--- config.mk ---
export PLATFORM = sky130hd
export DESIGN_NAME = c_like_token_scanner_unit
export DESIGN_NICKNAME = d
export VERILOG_FILES = /design/src/rtl/ctls_pkg.sv /design/src/rtl/ctls_front.sv /design/src/rtl/ctls_fifo.sv /design/src/rtl/ctls_back.sv /design/src/rtl/c_like_token_scanner_unit.sv
export SDC_FILE = /design/constraint.sdc
export NUM_CORES = 1
export LEC_CHECK = 0
export BUFFER_PORTS_ARGS = -buffer_cell sky130_fd_sc_hd__buf_2
export CORE_MARGIN = 2
export CORE_UTILIZATION = 30
export DETAILED_ROUTE_END_ITERATION = 16
export PLACE_DENSITY = 0.53
export SLEW_MARGIN = 20
export SYNTH_ARGS = -nofsm -noshare
export SYNTH_HDL_FRONTEND = slang
export SYNTH_SLANG_ARGS = --single-unit
--- constraint.sdc ---
create_clock -name clk -period 12.7 [get_ports clk]
set_input_delay 1.27 -clock clk [delete_from_list [all_inputs] [get_ports clk]]
set_output_delay 1.27 -clock clk [all_outputs]
set_load 0.03 [all_outputs]
--- src/rtl/ctls_pkg.sv ---
// ctls_pkg: shared types, character codes and the byte classifier for the
// token scanner. No dependencies; used by the front, the queue and the back.
package ctls_pkg;

  // character constants
  localparam logic [7:0] CH_NUL    = 8'h00;
  localparam logic [7:0] CH_TAB    = 8'h09;
  localparam logic [7:0] CH_LF     = 8'h0A;
  localparam logic [7:0] CH_CR     = 8'h0D;
  localparam logic [7:0] CH_SPACE  = 8'h20;
  localparam logic [7:0] CH_QUOTE  = 8'h22;
  localparam logic [7:0] CH_LPAREN = 8'h28;
  localparam logic [7:0] CH_RPAREN = 8'h29;
  localparam logic [7:0] CH_STAR   = 8'h2A;
  localparam logic [7:0] CH_SLASH  = 8'h2F;
  localparam logic [7:0] CH_COLON  = 8'h3A;
  localparam logic [7:0] CH_SEMI   = 8'h3B;
  localparam logic [7:0] CH_LBRACK = 8'h5B;
  localparam logic [7:0] CH_BSLASH = 8'h5C;
  localparam logic [7:0] CH_RBRACK = 8'h5D;
  localparam logic [7:0] CH_UNDER  = 8'h5F;
  localparam logic [7:0] CH_LBRACE = 8'h7B;
  localparam logic [7:0] CH_RBRACE = 8'h7D;

  // token kinds
  localparam logic [3:0] K_UNKNOWN = 4'd0;
  localparam logic [3:0] K_LPAREN  = 4'd1;
  localparam logic [3:0] K_COLON   = 4'd2;
  localparam logic [3:0] K_RPAREN  = 4'd3;
  localparam logic [3:0] K_SEMI    = 4'd4;
  localparam logic [3:0] K_STAR    = 4'd5;
  localparam logic [3:0] K_LBRACK  = 4'd6;
  localparam logic [3:0] K_RBRACK  = 4'd7;
  localparam logic [3:0] K_LBRACE  = 4'd8;
  localparam logic [3:0] K_RBRACE  = 4'd9;
  localparam logic [3:0] K_STRING  = 4'd10;
  localparam logic [3:0] K_IDENT   = 4'd11;
  localparam logic [3:0] K_END     = 4'd12;

  // byte classes
  localparam logic [3:0] CLS_END    = 4'd0;
  localparam logic [3:0] CLS_BLANK  = 4'd1;
  localparam logic [3:0] CLS_EOL    = 4'd2;
  localparam logic [3:0] CLS_SLASH  = 4'd3;
  localparam logic [3:0] CLS_STAR   = 4'd4;
  localparam logic [3:0] CLS_QUOTE  = 4'd5;
  localparam logic [3:0] CLS_BSLASH = 4'd6;
  localparam logic [3:0] CLS_ALPHA  = 4'd7;
  localparam logic [3:0] CLS_IDCONT = 4'd8;
  localparam logic [3:0] CLS_PUNCT  = 4'd9;
  localparam logic [3:0] CLS_OTHER  = 4'd10;

  // queue between front and back
  localparam int QDEPTH     = 4;
  localparam int QPTR_BITS  = $clog2(QDEPTH);
  localparam int QCNT_BITS  = $clog2(QDEPTH + 1);

  typedef struct packed {
    logic [3:0] cls;
    logic [3:0] kind;
  } ctls_item_t;

  function automatic logic [3:0] punct_kind(input logic [7:0] b);
    logic [3:0] k;
    case (b)
      CH_LPAREN: k = K_LPAREN;
      CH_COLON:  k = K_COLON;
      CH_RPAREN: k = K_RPAREN;
      CH_SEMI:   k = K_SEMI;
      CH_STAR:   k = K_STAR;
      CH_LBRACK: k = K_LBRACK;
      CH_RBRACK: k = K_RBRACK;
      CH_LBRACE: k = K_LBRACE;
      CH_RBRACE: k = K_RBRACE;
      default:   k = K_UNKNOWN;
    endcase
    return k;
  endfunction

  function automatic ctls_item_t classify(input logic [7:0] b, input logic last);
    ctls_item_t it;
    logic       alpha;
    logic       digit;
    alpha   = ((b >= 8'h61) && (b <= 8'h7A)) || ((b >= 8'h41) && (b <= 8'h5A));
    digit   = (b >= 8'h30) && (b <= 8'h39);
    it.kind = punct_kind(b);
    if (last || (b == CH_NUL)) begin
      it.cls = CLS_END;
    end else if ((b == CH_SPACE) || (b == CH_TAB)) begin
      it.cls = CLS_BLANK;
    end else if ((b == CH_LF) || (b == CH_CR)) begin
      it.cls = CLS_EOL;
    end else if (b == CH_SLASH) begin
      it.cls = CLS_SLASH;
    end else if (b == CH_STAR) begin
      it.cls = CLS_STAR;
    end else if (b == CH_QUOTE) begin
      it.cls = CLS_QUOTE;
    end else if (b == CH_BSLASH) begin
      it.cls = CLS_BSLASH;
    end else if (alpha) begin
      it.cls = CLS_ALPHA;
    end else if (digit || (b == CH_UNDER)) begin
      it.cls = CLS_IDCONT;
    end else if (it.kind != K_UNKNOWN) begin
      it.cls = CLS_PUNCT;
    end else begin
      it.cls = CLS_OTHER;
    end
    return it;
  endfunction

endpackage

--- src/rtl/ctls_front.sv ---
// ctls_front: accepts text bytes and turns each into a classified item.
// Depends on ctls_pkg; feeds ctls_fifo.
module ctls_front import ctls_pkg::*; (
  input  logic       clk,
  input  logic       rst,
  input  logic       text_valid,
  output logic       text_stall,
  input  logic [7:0] text_byte,
  input  logic       stream_end,
  output logic       push_valid,
  input  logic       push_stall,
  output ctls_item_t push_item
);

  logic seen_end;

  assign push_valid = text_valid;
  assign text_stall = push_stall;
  assign push_item  = classify(text_byte, stream_end);

  // tracks whether the last accepted transaction closed a stream
  always_ff @(posedge clk) begin
    if (rst) begin
      seen_end <= 1'b0;
    end else if (text_valid && !text_stall) begin
      seen_end <= (push_item.cls == CLS_END);
    end
  end

`ifndef SYNTH
  a_end_class: assert property (@(posedge clk) disable iff (rst)
    (text_valid && !text_stall && (stream_end || (text_byte == CH_NUL))) |=> seen_end)
    else $error("end of stream not classified as end");
  a_noend_class: assert property (@(posedge clk) disable iff (rst)
    (text_valid && !text_stall && !stream_end && (text_byte != CH_NUL)) |=> !seen_end)
    else $error("ordinary byte classified as end");
  a_punct_kind: assert property (@(posedge clk) disable iff (rst)
    (push_valid && (push_item.cls == CLS_PUNCT)) |-> (push_item.kind != K_UNKNOWN))
    else $error("punctuator without kind");
`endif

endmodule

--- src/rtl/ctls_fifo.sv ---
// ctls_fifo: short queue of classified items between front and back.
// Depends on ctls_pkg for the item type and depth.
module ctls_fifo import ctls_pkg::*; (
  input  logic       clk,
  input  logic       rst,
  input  logic       push_valid,
  output logic       push_stall,
  input  ctls_item_t push_item,
  output logic       pop_valid,
  input  logic       pop_stall,
  output ctls_item_t pop_item
);

  ctls_item_t           entries [QDEPTH];
  logic [QPTR_BITS-1:0] wr_ptr;
  logic [QPTR_BITS-1:0] rd_ptr;
  logic [QCNT_BITS-1:0] count;
  logic                 do_push;
  logic                 do_pop;

  assign push_stall = (count == QCNT_BITS'(QDEPTH));
  assign pop_valid  = (count != '0);
  assign pop_item   = entries[rd_ptr];
  assign do_push    = push_valid && !push_stall;
  assign do_pop     = pop_valid && !pop_stall;

  always_ff @(posedge clk) begin
    if (do_push) begin
      entries[wr_ptr] <= push_item;
    end
  end

  always_ff @(posedge clk) begin
    if (rst) begin
      wr_ptr <= '0;
      rd_ptr <= '0;
      count  <= '0;
    end else begin
      if (do_push) begin
        wr_ptr <= wr_ptr + QPTR_BITS'(1);
      end
      if (do_pop) begin
        rd_ptr <= rd_ptr + QPTR_BITS'(1);
      end
      if (do_push && !do_pop) begin
        count <= count + QCNT_BITS'(1);
      end else if (do_pop && !do_push) begin
        count <= count - QCNT_BITS'(1);
      end
    end
  end

`ifndef SYNTH
  a_count_bound: assert property (@(posedge clk) disable iff (rst)
    count <= QCNT_BITS'(QDEPTH))
    else $error("queue count beyond depth");
  a_ptr_gap: assert property (@(posedge clk) disable iff (rst)
    (count != QCNT_BITS'(QDEPTH)) |-> (QPTR_BITS'(count) == QPTR_BITS'(wr_ptr - rd_ptr)))
    else $error("queue pointers disagree with count");
  a_idle_hold: assert property (@(posedge clk) disable iff (rst)
    (!do_push && !do_pop) |=> $stable(count))
    else $error("queue count moved without transaction");
`endif

endmodule

--- src/rtl/ctls_back.sv ---
// ctls_back: scanner state machine and token record buffer.
// Depends on ctls_pkg; takes items from ctls_fifo, drives the token channel.
module ctls_back import ctls_pkg::*; #(
  parameter int OFFSET_BITS = 16
) (
  input  logic                   clk,
  input  logic                   rst,
  input  logic                   item_valid,
  output logic                   item_stall,
  input  ctls_item_t             item,
  output logic                   token_valid,
  input  logic                   token_stall,
  output logic [3:0]             token_kind,
  output logic [OFFSET_BITS-1:0] token_start,
  output logic [OFFSET_BITS-1:0] token_length,
  output logic                   overflow_flag,
  output logic                   last_of_run
);

  localparam logic [2:0] M_IDLE       = 3'd0;
  localparam logic [2:0] M_SLASH      = 3'd1;
  localparam logic [2:0] M_LINE       = 3'd2;
  localparam logic [2:0] M_BLOCK      = 3'd3;
  localparam logic [2:0] M_BLOCK_STAR = 3'd4;
  localparam logic [2:0] M_IDENT      = 3'd5;
  localparam logic [2:0] M_STRING     = 3'd6;
  localparam logic [2:0] M_STRING_ESC = 3'd7;

  localparam logic [OFFSET_BITS-1:0] OFF_MAX = {OFFSET_BITS{1'b1}};
  localparam logic [OFFSET_BITS-1:0] OFF_ONE = OFFSET_BITS'(1);

  localparam int OB_DEPTH = 4;
  localparam int OB_PTR   = $clog2(OB_DEPTH);
  localparam int OB_CNT   = $clog2(OB_DEPTH + 1);

  typedef struct packed {
    logic [3:0]             kind;
    logic [OFFSET_BITS-1:0] start;
    logic [OFFSET_BITS-1:0] length;
    logic                   ovf;
    logic                   last;
  } rec_t;

  // scanner state
  logic [2:0]             mode;
  logic [OFFSET_BITS-1:0] offset;
  logic [OFFSET_BITS-1:0] tok_start;
  logic [OFFSET_BITS-1:0] tok_len;
  logic                   tok_ovf;
  logic                   sat_seen;

  logic [2:0]             mode_next;
  logic [OFFSET_BITS-1:0] offset_next;
  logic [OFFSET_BITS-1:0] tok_start_next;
  logic [OFFSET_BITS-1:0] tok_len_next;
  logic                   tok_ovf_next;
  logic                   sat_seen_next;

  // record buffer
  rec_t                   obuf [OB_DEPTH];
  logic [OB_PTR-1:0]      ob_wr;
  logic [OB_PTR-1:0]      ob_rd;
  logic [OB_CNT-1:0]      ob_cnt;

  logic                   take;
  logic                   is_end;
  logic                   consumed;
  logic                   grow;
  logic                   has_a;
  logic                   has_b;
  rec_t                   rec_a;
  rec_t                   rec_b;
  rec_t                   rec0;
  logic                   do_pop;
  logic [1:0]             n_rec;

  // room for two records before an item is taken
  assign item_stall = (ob_cnt > OB_CNT'(OB_DEPTH - 2));
  assign take       = item_valid && !item_stall;
  assign is_end     = (item.cls == CLS_END);

  always_comb begin
    mode_next      = mode;
    offset_next    = offset;
    tok_start_next = tok_start;
    tok_len_next   = tok_len;
    tok_ovf_next   = tok_ovf;
    sat_seen_next  = sat_seen;
    consumed       = 1'b0;
    grow           = 1'b0;
    has_a          = 1'b0;
    has_b          = 1'b0;
    rec_a          = '{kind: K_UNKNOWN, start: tok_start, length: tok_len,
                       ovf: tok_ovf, last: 1'b1};
    rec_b          = '{kind: item.kind, start: offset, length: OFF_ONE,
                       ovf: sat_seen, last: 1'b1};

    case (mode)
      M_SLASH: begin
        if (!is_end && (item.cls == CLS_SLASH)) begin
          mode_next = M_LINE;
          consumed  = 1'b1;
        end else if (!is_end && (item.cls == CLS_STAR)) begin
          mode_next = M_BLOCK;
          consumed  = 1'b1;
        end else begin
          has_a        = 1'b1;
          rec_a.length = OFF_ONE;
          mode_next    = M_IDLE;
        end
      end
      M_LINE: begin
        if (is_end || (item.cls == CLS_EOL)) begin
          mode_next = M_IDLE;
        end else begin
          consumed = 1'b1;
        end
      end
      M_BLOCK: begin
        if (is_end) begin
          mode_next = M_IDLE;
        end else begin
          if (item.cls == CLS_STAR) begin
            mode_next = M_BLOCK_STAR;
          end
          consumed = 1'b1;
        end
      end
      M_BLOCK_STAR: begin
        if (is_end) begin
          mode_next = M_IDLE;
        end else begin
          if (item.cls == CLS_SLASH) begin
            mode_next = M_IDLE;
          end else if (item.cls != CLS_STAR) begin
            mode_next = M_BLOCK;
          end
          consumed = 1'b1;
        end
      end
      M_IDENT: begin
        if (!is_end && ((item.cls == CLS_ALPHA) || (item.cls == CLS_IDCONT))) begin
          grow     = 1'b1;
          consumed = 1'b1;
        end else begin
          has_a      = 1'b1;
          rec_a.kind = K_IDENT;
          mode_next  = M_IDLE;
        end
      end
      M_STRING: begin
        if (is_end || (item.cls == CLS_QUOTE)) begin
          has_a      = 1'b1;
          rec_a.kind = K_STRING;
          mode_next  = M_IDLE;
          consumed   = !is_end;
        end else begin
          grow     = 1'b1;
          consumed = 1'b1;
          if (item.cls == CLS_BSLASH) begin
            mode_next = M_STRING_ESC;
          end
        end
      end
      M_STRING_ESC: begin
        if (is_end) begin
          has_a      = 1'b1;
          rec_a.kind = K_STRING;
          mode_next  = M_IDLE;
        end else begin
          grow      = 1'b1;
          mode_next = M_STRING;
          consumed  = 1'b1;
        end
      end
      default: begin
        mode_next = M_IDLE;
      end
    endcase

    // saturating length growth
    if (grow) begin
      if (tok_len == OFF_MAX) begin
        tok_ovf_next = 1'b1;
      end else begin
        tok_len_next = tok_len + OFF_ONE;
      end
    end

    if (is_end) begin
      has_b          = 1'b1;
      rec_b.kind     = K_END;
      mode_next      = M_IDLE;
      offset_next    = '0;
      tok_start_next = '0;
      tok_len_next   = '0;
      tok_ovf_next   = 1'b0;
      sat_seen_next  = 1'b0;
    end else begin
      if (!consumed) begin
        case (item.cls)
          CLS_BLANK, CLS_EOL: begin
          end
          CLS_SLASH: begin
            mode_next      = M_SLASH;
            tok_start_next = offset;
            tok_ovf_next   = sat_seen;
          end
          CLS_QUOTE: begin
            mode_next    = M_STRING;
            tok_len_next = '0;
            if (offset == OFF_MAX) begin
              tok_start_next = OFF_MAX;
              tok_ovf_next   = 1'b1;
            end else begin
              tok_start_next = offset + OFF_ONE;
              tok_ovf_next   = sat_seen;
            end
          end
          CLS_ALPHA: begin
            mode_next      = M_IDENT;
            tok_start_next = offset;
            tok_len_next   = OFF_ONE;
            tok_ovf_next   = sat_seen;
          end
          default: begin
            has_b = 1'b1;
          end
        endcase
      end
      if (offset == OFF_MAX) begin
        sat_seen_next = 1'b1;
      end else begin
        offset_next = offset + OFF_ONE;
      end
    end

    if (has_a && has_b) begin
      rec_a.last = 1'b0;
    end
  end

  assign rec0   = has_a ? rec_a : rec_b;
  assign n_rec  = {1'b0, has_a} + {1'b0, has_b};
  assign do_pop = token_valid && !token_stall;

  always_ff @(posedge clk) begin
    if (rst) begin
      mode      <= M_IDLE;
      offset    <= '0;
      tok_start <= '0;
      tok_len   <= '0;
      tok_ovf   <= 1'b0;
      sat_seen  <= 1'b0;
    end else if (take) begin
      mode      <= mode_next;
      offset    <= offset_next;
      tok_start <= tok_start_next;
      tok_len   <= tok_len_next;
      tok_ovf   <= tok_ovf_next;
      sat_seen  <= sat_seen_next;
    end
  end

  always_ff @(posedge clk) begin
    if (take && (n_rec != 2'd0)) begin
      obuf[ob_wr] <= rec0;
    end
    if (take && (n_rec == 2'd2)) begin
      obuf[ob_wr + OB_PTR'(1)] <= rec_b;
    end
  end

  always_ff @(posedge clk) begin
    if (rst) begin
      ob_wr  <= '0;
      ob_rd  <= '0;
      ob_cnt <= '0;
    end else begin
      if (take) begin
        ob_wr <= ob_wr + OB_PTR'(n_rec);
      end
      if (do_pop) begin
        ob_rd <= ob_rd + OB_PTR'(1);
      end
      ob_cnt <= ob_cnt + (take ? OB_CNT'(n_rec) : OB_CNT'(0))
                - (do_pop ? OB_CNT'(1) : OB_CNT'(0));
    end
  end

  assign token_valid   = (ob_cnt != '0);
  assign token_kind    = obuf[ob_rd].kind;
  assign token_start   = obuf[ob_rd].start;
  assign token_length  = obuf[ob_rd].length;
  assign overflow_flag = obuf[ob_rd].ovf;
  assign last_of_run   = obuf[ob_rd].last;

`ifndef SYNTH
  a_ob_bound: assert property (@(posedge clk) disable iff (rst)
    ob_cnt <= OB_CNT'(OB_DEPTH))
    else $error("record buffer overrun");
  a_end_resets: assert property (@(posedge clk) disable iff (rst)
    (take && is_end) |=> ((mode == M_IDLE) && (offset == '0) && !sat_seen))
    else $error("end of stream did not restore scanner state");
  a_sat_pinned: assert property (@(posedge clk) disable iff (rst)
    sat_seen |-> (offset == OFF_MAX))
    else $error("saturation flag set below maximum offset");
  a_mode_hold: assert property (@(posedge clk) disable iff (rst)
    !take |=> $stable(mode))
    else $error("scan mode moved without a transaction");
`endif

endmodule

--- src/rtl/c_like_token_scanner_unit.sv ---
// channel  | direction | handshake                 | payload
// text     | in        | text_valid / text_stall   | text_byte, stream_end
// token    | out       | token_valid / token_stall | token_kind, token_start,
//          |           |                           | token_length, overflow_flag,
//          |           |                           | last_of_run
// one text byte per cycle while text_stall is low; each item is registered in the queue,
// and its records in the record buffer, before they are offered. a byte that ends an
// identifier or a lone slash and is itself a one-byte token, or that ends a stream inside
// an identifier, string or lone slash, gives two records.
// the back takes a transaction only while its 4-entry record buffer has room for two
// records; when it holds off, the 4-entry queue fills and then text_stall rises.
// c_like_token_scanner_unit: top level of the token scanner.
// Depends on ctls_pkg, ctls_front, ctls_fifo and ctls_back.
module c_like_token_scanner_unit import ctls_pkg::*; #(
  parameter int OFFSET_BITS = 16
) (
  input  logic                   clk,
  input  logic                   rst,
  input  logic                   text_valid,
  output logic                   text_stall,
  input  logic [7:0]             text_byte,
  input  logic                   stream_end,
  output logic                   token_valid,
  input  logic                   token_stall,
  output logic [3:0]             token_kind,
  output logic [OFFSET_BITS-1:0] token_start,
  output logic [OFFSET_BITS-1:0] token_length,
  output logic                   overflow_flag,
  output logic                   last_of_run
);

  logic       push_valid;
  logic       push_stall;
  ctls_item_t push_item;
  logic       head_valid;
  logic       head_stall;
  ctls_item_t head_item;

  ctls_front u_front (
    .clk        (clk),
    .rst        (rst),
    .text_valid (text_valid),
    .text_stall (text_stall),
    .text_byte  (text_byte),
    .stream_end (stream_end),
    .push_valid (push_valid),
    .push_stall (push_stall),
    .push_item  (push_item)
  );

  ctls_fifo u_queue (
    .clk        (clk),
    .rst        (rst),
    .push_valid (push_valid),
    .push_stall (push_stall),
    .push_item  (push_item),
    .pop_valid  (head_valid),
    .pop_stall  (head_stall),
    .pop_item   (head_item)
  );

  ctls_back #(
    .OFFSET_BITS (OFFSET_BITS)
  ) u_back (
    .clk           (clk),
    .rst           (rst),
    .item_valid    (head_valid),
    .item_stall    (head_stall),
    .item          (head_item),
    .token_valid   (token_valid),
    .token_stall   (token_stall),
    .token_kind    (token_kind),
    .token_start   (token_start),
    .token_length  (token_length),
    .overflow_flag (overflow_flag),
    .last_of_run   (last_of_run)
  );

endmodule

; ---- Word level (Yosys, flattened, before mapping)
; Memories as Yosys holds them, arrays and structs flattened. A register that Yosys moved wholly into a read port is not among the register bits.
; Index checks and enable logic that the tools add are counted.
[totals]
regBits = 67
ram_bits = 184
input_bits = 13
out_inout_bits = 40
word_cells = 197
n_memories = 2
[memory_table]
columns = name, depth, word_bits, rd, rd_clocked_by_memory_dff, wr, line
row1 = u_back.obuf, 4, 38, 1, 1, 2, ctls_back.sv:60  ; rec_t obuf [OB_DEPTH];
row2 = u_queue.entries, 4, 8, 1, 1, 1, ctls_fifo.sv:14  ; ctls_item_t entries [QDEPTH];
[op_classes]
n_addsub = 12
order_cmp = 7
eq_ne = 39
muxes = 84
n_reduce_logical = 41
[op_table]
columns = cell, n
row1 = $mux W16, 12
row2 = $eq A8 B6 Y1 const B, 8
row3 = $pmux W16 S2, 2
row4 = $mux W4, 13
row5 = $eq A8 B7 Y1 const B, 6
row6 = $mux W38, 1
row7 = $mux W3, 12
row8 = $pmux W4 S9, 1
row9 = $add A16 B1 Y16 const B, 2
row10 = $eq A16 B16 Y1 const B, 2
row11 = $mux W1, 29
row12 = $eq A8 B4 Y1 const B, 3
row13 = $pmux W3 S7, 1
row14 = $eq A4 B3 Y1 const B, 4
row15 = $ge A8 B7 Y1 const B, 2
row16 = $le A8 B7 Y1 const B, 2
row17 = $eq A3 B3 Y1 const B, 5
row18 = $logic_and A1 B1 Y1, 14
row19 = $mux W2, 7
row20 = $pmux W4 S3, 1
row21 = $pmux W3 S3, 1
row22 = $reduce_bool A3 Y1, 3
row23 = $add A2 B1 Y2 const B, 4
row24 = $eq A4 B2 Y1 const B, 2
row25 = other kinds (31), 46

; ---- Depth between registers and ports, before layout
[depth]
ltp_word = 13
depth_mapped = 16
depth_no_buf = 13

; ---- Hierarchy
; From an unflattened synthesis, not the netlist that was laid out.
[unflattened]
cells_unflattened = 1281
area_unflattened_um2 = 13041.3
[by_module_without_submodules]
columns = mod, n_inst, cells_each, area_each_um2, seq_area_each_um2
row1 = ctls_back, 1, 1116, 10918.0, 5124.9
row2 = ctls_fifo, 1, 93, 1631.6, 1141.1
row3 = ctls_front, 1, 72, 491.7, 0.0

; ---- Worst setup path after synthesis
; OpenSTA, ideal clock, no wires.
[synth_timing]
kind = flip-flop to flip-flop
from = register (tool-made name)
to = memory u_back.obuf[1][18] in the netlist's numbering, enable pin
setup_time_ns = 0.377
arrival_ns = 3.649
required_ns = 12.323
slack_ns = 8.673
stages_incl_launch_ff = 14
path_buffers = 4
synth_period_minus_slack_ns = 4.027
cell_sequence = dfxtp_1 buf_6 mux4_2 or4_1 clkbuf_1 clkbuf_1 a21oi_1 o21a_1 ha_1 clkbuf_1 nand2_1 nor3_1 nor2_1 inv_1
[synth_rtl]
columns = element, line
row1 = to (decl), ctls_back.sv:60

==> flow_metrics.py <==
metrics = {
    "timing": {
        "tightest_slew_ns": 1.084,
        "fin_skew_ns": 0.01058,
        "min_period_ns": 4.953,
        "max-slew-margin-rel_pct": 27.74,
        "timing.fmax_ghz": 0.2019,
        "finalWorstSetupSlack_ns": 7.747,
        "period_share_pct": 39.00,
        "setup_violations": 0,
        "hold_viol": 0,
        "slew_viol_final": 0,
        "rsz0062_at_grt": "false",
        "fin_tns_setup_ns": 0,
    },
    "clocking": {
        "clk_pin_slew_ns": 0.06,
        "cts_buffers": 28,
        "cts_root_buffer": "clkbuf_16",
        "cts-resized-gates": 0,
        "clk-insertion-delay-late_ns": 0.54,
        "cts_tree": "done",
        "postCtsSetupRepairBufs": 0,
        "cts_buffer_depth": 3,
        "h-tree-depth": 1,
        "numClockSinks": 255,
        "hold_buffers": 0,
    },
    "synth": {
        "synth-main-ff-cell": "dfxtp_1",
        "ys_seq_elements": 255,
        "syn_nets": 1154,
        "syn_area_mm2": 0.01254,
        "ys_async_sr_fraction_pct": 0,
        "yosysUniqueCellTypes": 78,
        "synth_area_per_cell_um2": 11.14,
        "ys.warnings.count": 0,
        "syn_inst": 1125,
        "synth_edf_count": 116,
        "ys_seq_area_share_pct": 49.99,
    },
    "final_layout": {
        "final_common_cell": "dfxtp_1",
        "fillerInstances": 4065,
        "num-nets-final": 1142,
        "drive_above_1_share_pct": 15.89,
        "multi_input_area_mm2": 0.005718,
        "ff_latch_area_mm2": 0.006269,
        "diodes": 0,
        "synthToLayoutAreaGrowth_pct": 11.74,
        "final_cell_mix": "dfxtp_1, edfxtp_1, nand2_1",
    },
    "global_routing": {
        "first_global_vias": 9093,
        "grt_max_degree": 44,
        "grt_pass1_wl_mm": 51.68,
        "antenna_found_initial": 1,
        "overflow": 0,
        "globalRouteTotalUtil_pct": 14.70,
    },
    "route": {
        "vias": 9309,
        "vias_per_cell": 5.591,
        "post_drt_wl_per_cell_um": 19.61,
        "drc": 0,
        "wirelength_mm": 32.65,
        "dr.pass1.iters": 5,
        "antenna_left": 0,
        "drtIter0Drc": 872,
    },
    "worst_setup_path": {
        "path_class": "reg2reg",
        "end_kind": "flip-flop",
        "start_kind": "flip-flop",
        "crit_end": "u_back.obuf[1][22]",
        "reg2reg_to": "u_back.obuf[1][22]",
        "worstPathMaxFanout": 27,
        "r2r_slack_ns": 7.75,
        "crit_required_ns": 12.86,
        "critical_path_arrival_ns": 5.11,
        "reg2reg_depth": 9,
    },
    "die": {
        "die_w_um": 208.4,
        "die_y_um": 208.4,
        "initial_core_util_pct": 30.56,
        "die_area_mm2": 0.04344,
        "core-area_mm2": 0.04102,
        "rows": 74,
        "ios": 53,
    },
    "place": {
        "gp_congestion": 0.8391,
        "port_buffers": 52,
        "dp_slack_ns": 7.774,
        "post-dp-hpwl_mm": 21.43,
    },
    "power_and_ir_drop": {
        "p_per_area_mw_per_mm2": 193.2,
        "ir_drop_v": 0.0001006,
        "p_leak_nw": 4.662,
    },
    "status": {
        "outcome": "completed",
    },
    "job": {
        "cap_violations": 0,
    },
    "hold_path": {
        "hp-class": "reg2reg",
    },
}
[worst min path at each step]
stage,cells past startpoint,startpoint,to,slack [ns]
floorplan,1,u_back.obuf[2][10],u_back.obuf[2][10],0.44
global placement,1,u_back.obuf[1][17],u_back.obuf[1][17],0.44
detailed placement,1,u_back.obuf[2][17],u_back.obuf[2][17],0.45
CTS,1,u_back.obuf[2][17],u_back.obuf[2][17],0.46
global route,1,u_back.obuf[2][6],u_back.obuf[2][6],0.47
finish,1,u_back.obuf[2][17],u_back.obuf[2][17],0.46
[per-layer routing]
| metal | vias to the layer above | track usage [%] | wire (µm) |
|---|---|---|---|
| met4 | 2 | 4.044 | 631 |
| met5 | - | 0 | 13 |
| li1 | 4369 | - | - |
| met1 | 4620 | 20.17 | 14880 |
| met3 | 45 | 2.038 | 1801 |
| met2 | 273 | 24.26 | 15330 |
[synthesized netlist by cell type (all sizes together), types with 7 or more instances]
cell type  count  area (µm²)
o22ai         10       68.81
and2          12       75.07
nor2b         20       125.1
xor2           7       61.31
o311ai        10       87.59
and3          11       68.82
nor4           7       50.05
nand3         27       135.1
o21ai         36       180.2
mux2i         17       170.2
edfxtp       116        3483
buf           32       188.9
or3           12       75.07
nand2b         7       43.79
inv           25       93.84
a32o          61       610.6
mux4          46        1036
nand4         10       62.56
clkbuf        79       297.8
nand2         80       300.3
a31oi         11       68.82
nand3b         7       52.55
a22o          70       613.1
a21oi         59       295.3
nor3          24       125.1
dfxtp        139        2783
ha            14       175.2
a2bb2oi        9       78.83
nor2          64       240.2
[final cells by class]
type | instances | area share [%]
inverters | 25 | 0.6699
repair buffers | 69 | 2.912
well taps | 532 | 4.752
clock buffers | 35 | 5.342
multi-input cells | 734 | 40.82
flip-flops and latches | 255 | 44.75
clock inverters | 15 | 0.7503
[worst max-delay path, cell delays in order (launching register included)]
cell and delay (ns):
dfxtp_1 0.66, mux4_2 0.82, or4_1 0.82, a21oi_1 0.25
o21a_1 0.19, ha_1 0.39, nand2_1 0.17, nor3_1 0.39
nor2_1 0.13, inv_1 0.74
[per-stage QoR]
stage                     total power [mW]  utilization, %  hold WS, ns  instance area, µm²  instances
after floorplan                      1.704               -       0.4366               12540       1125
after global placement               1.958           32.00       0.4411               13130       1614
after detailed placement             1.965           32.07       0.4483               13150       1615
after CTS                            2.730           34.15       0.4621               14010       1665
after global routing                 2.844           34.15       0.4741               14010       1665
final                                2.706           34.15       0.4602               14010       1665
[registers in the layout (all words and copies together), names as in the netlist, named ones only]
signal	cells
u_back.mode	3
u_back.ob_cnt	3
u_back.ob_rd	2
u_back.ob_wr	2
u_back.obuf	152
u_back.offset	16
u_back.sat_seen	1
u_back.tok_len	16
u_back.tok_ovf	1
u_back.tok_start	16
u_queue.count	3
u_queue.entries	32
u_queue.rd_ptr	2
u_queue.wr_ptr	2
[power by group]
part           internal (mW)  total, mW  leakage, nW  switching, mW
clock                  0.436      0.761        0.411          0.325
combinational          0.302      0.909         2.06          0.608
sequential             0.966       1.04         2.19         0.0699
total                   1.70       2.71         4.66           1.00
[cell families after synthesis]
logic type / synth area share, %
mux: 9.622
simple gates: 12.29
fa+ha+maj: 1.717
flops: 49.99
compound gates: 20.85
buf+inv: 4.631
xor+xnor: 0.9083
No activity file was read; power rests on OpenSTA's default activity.
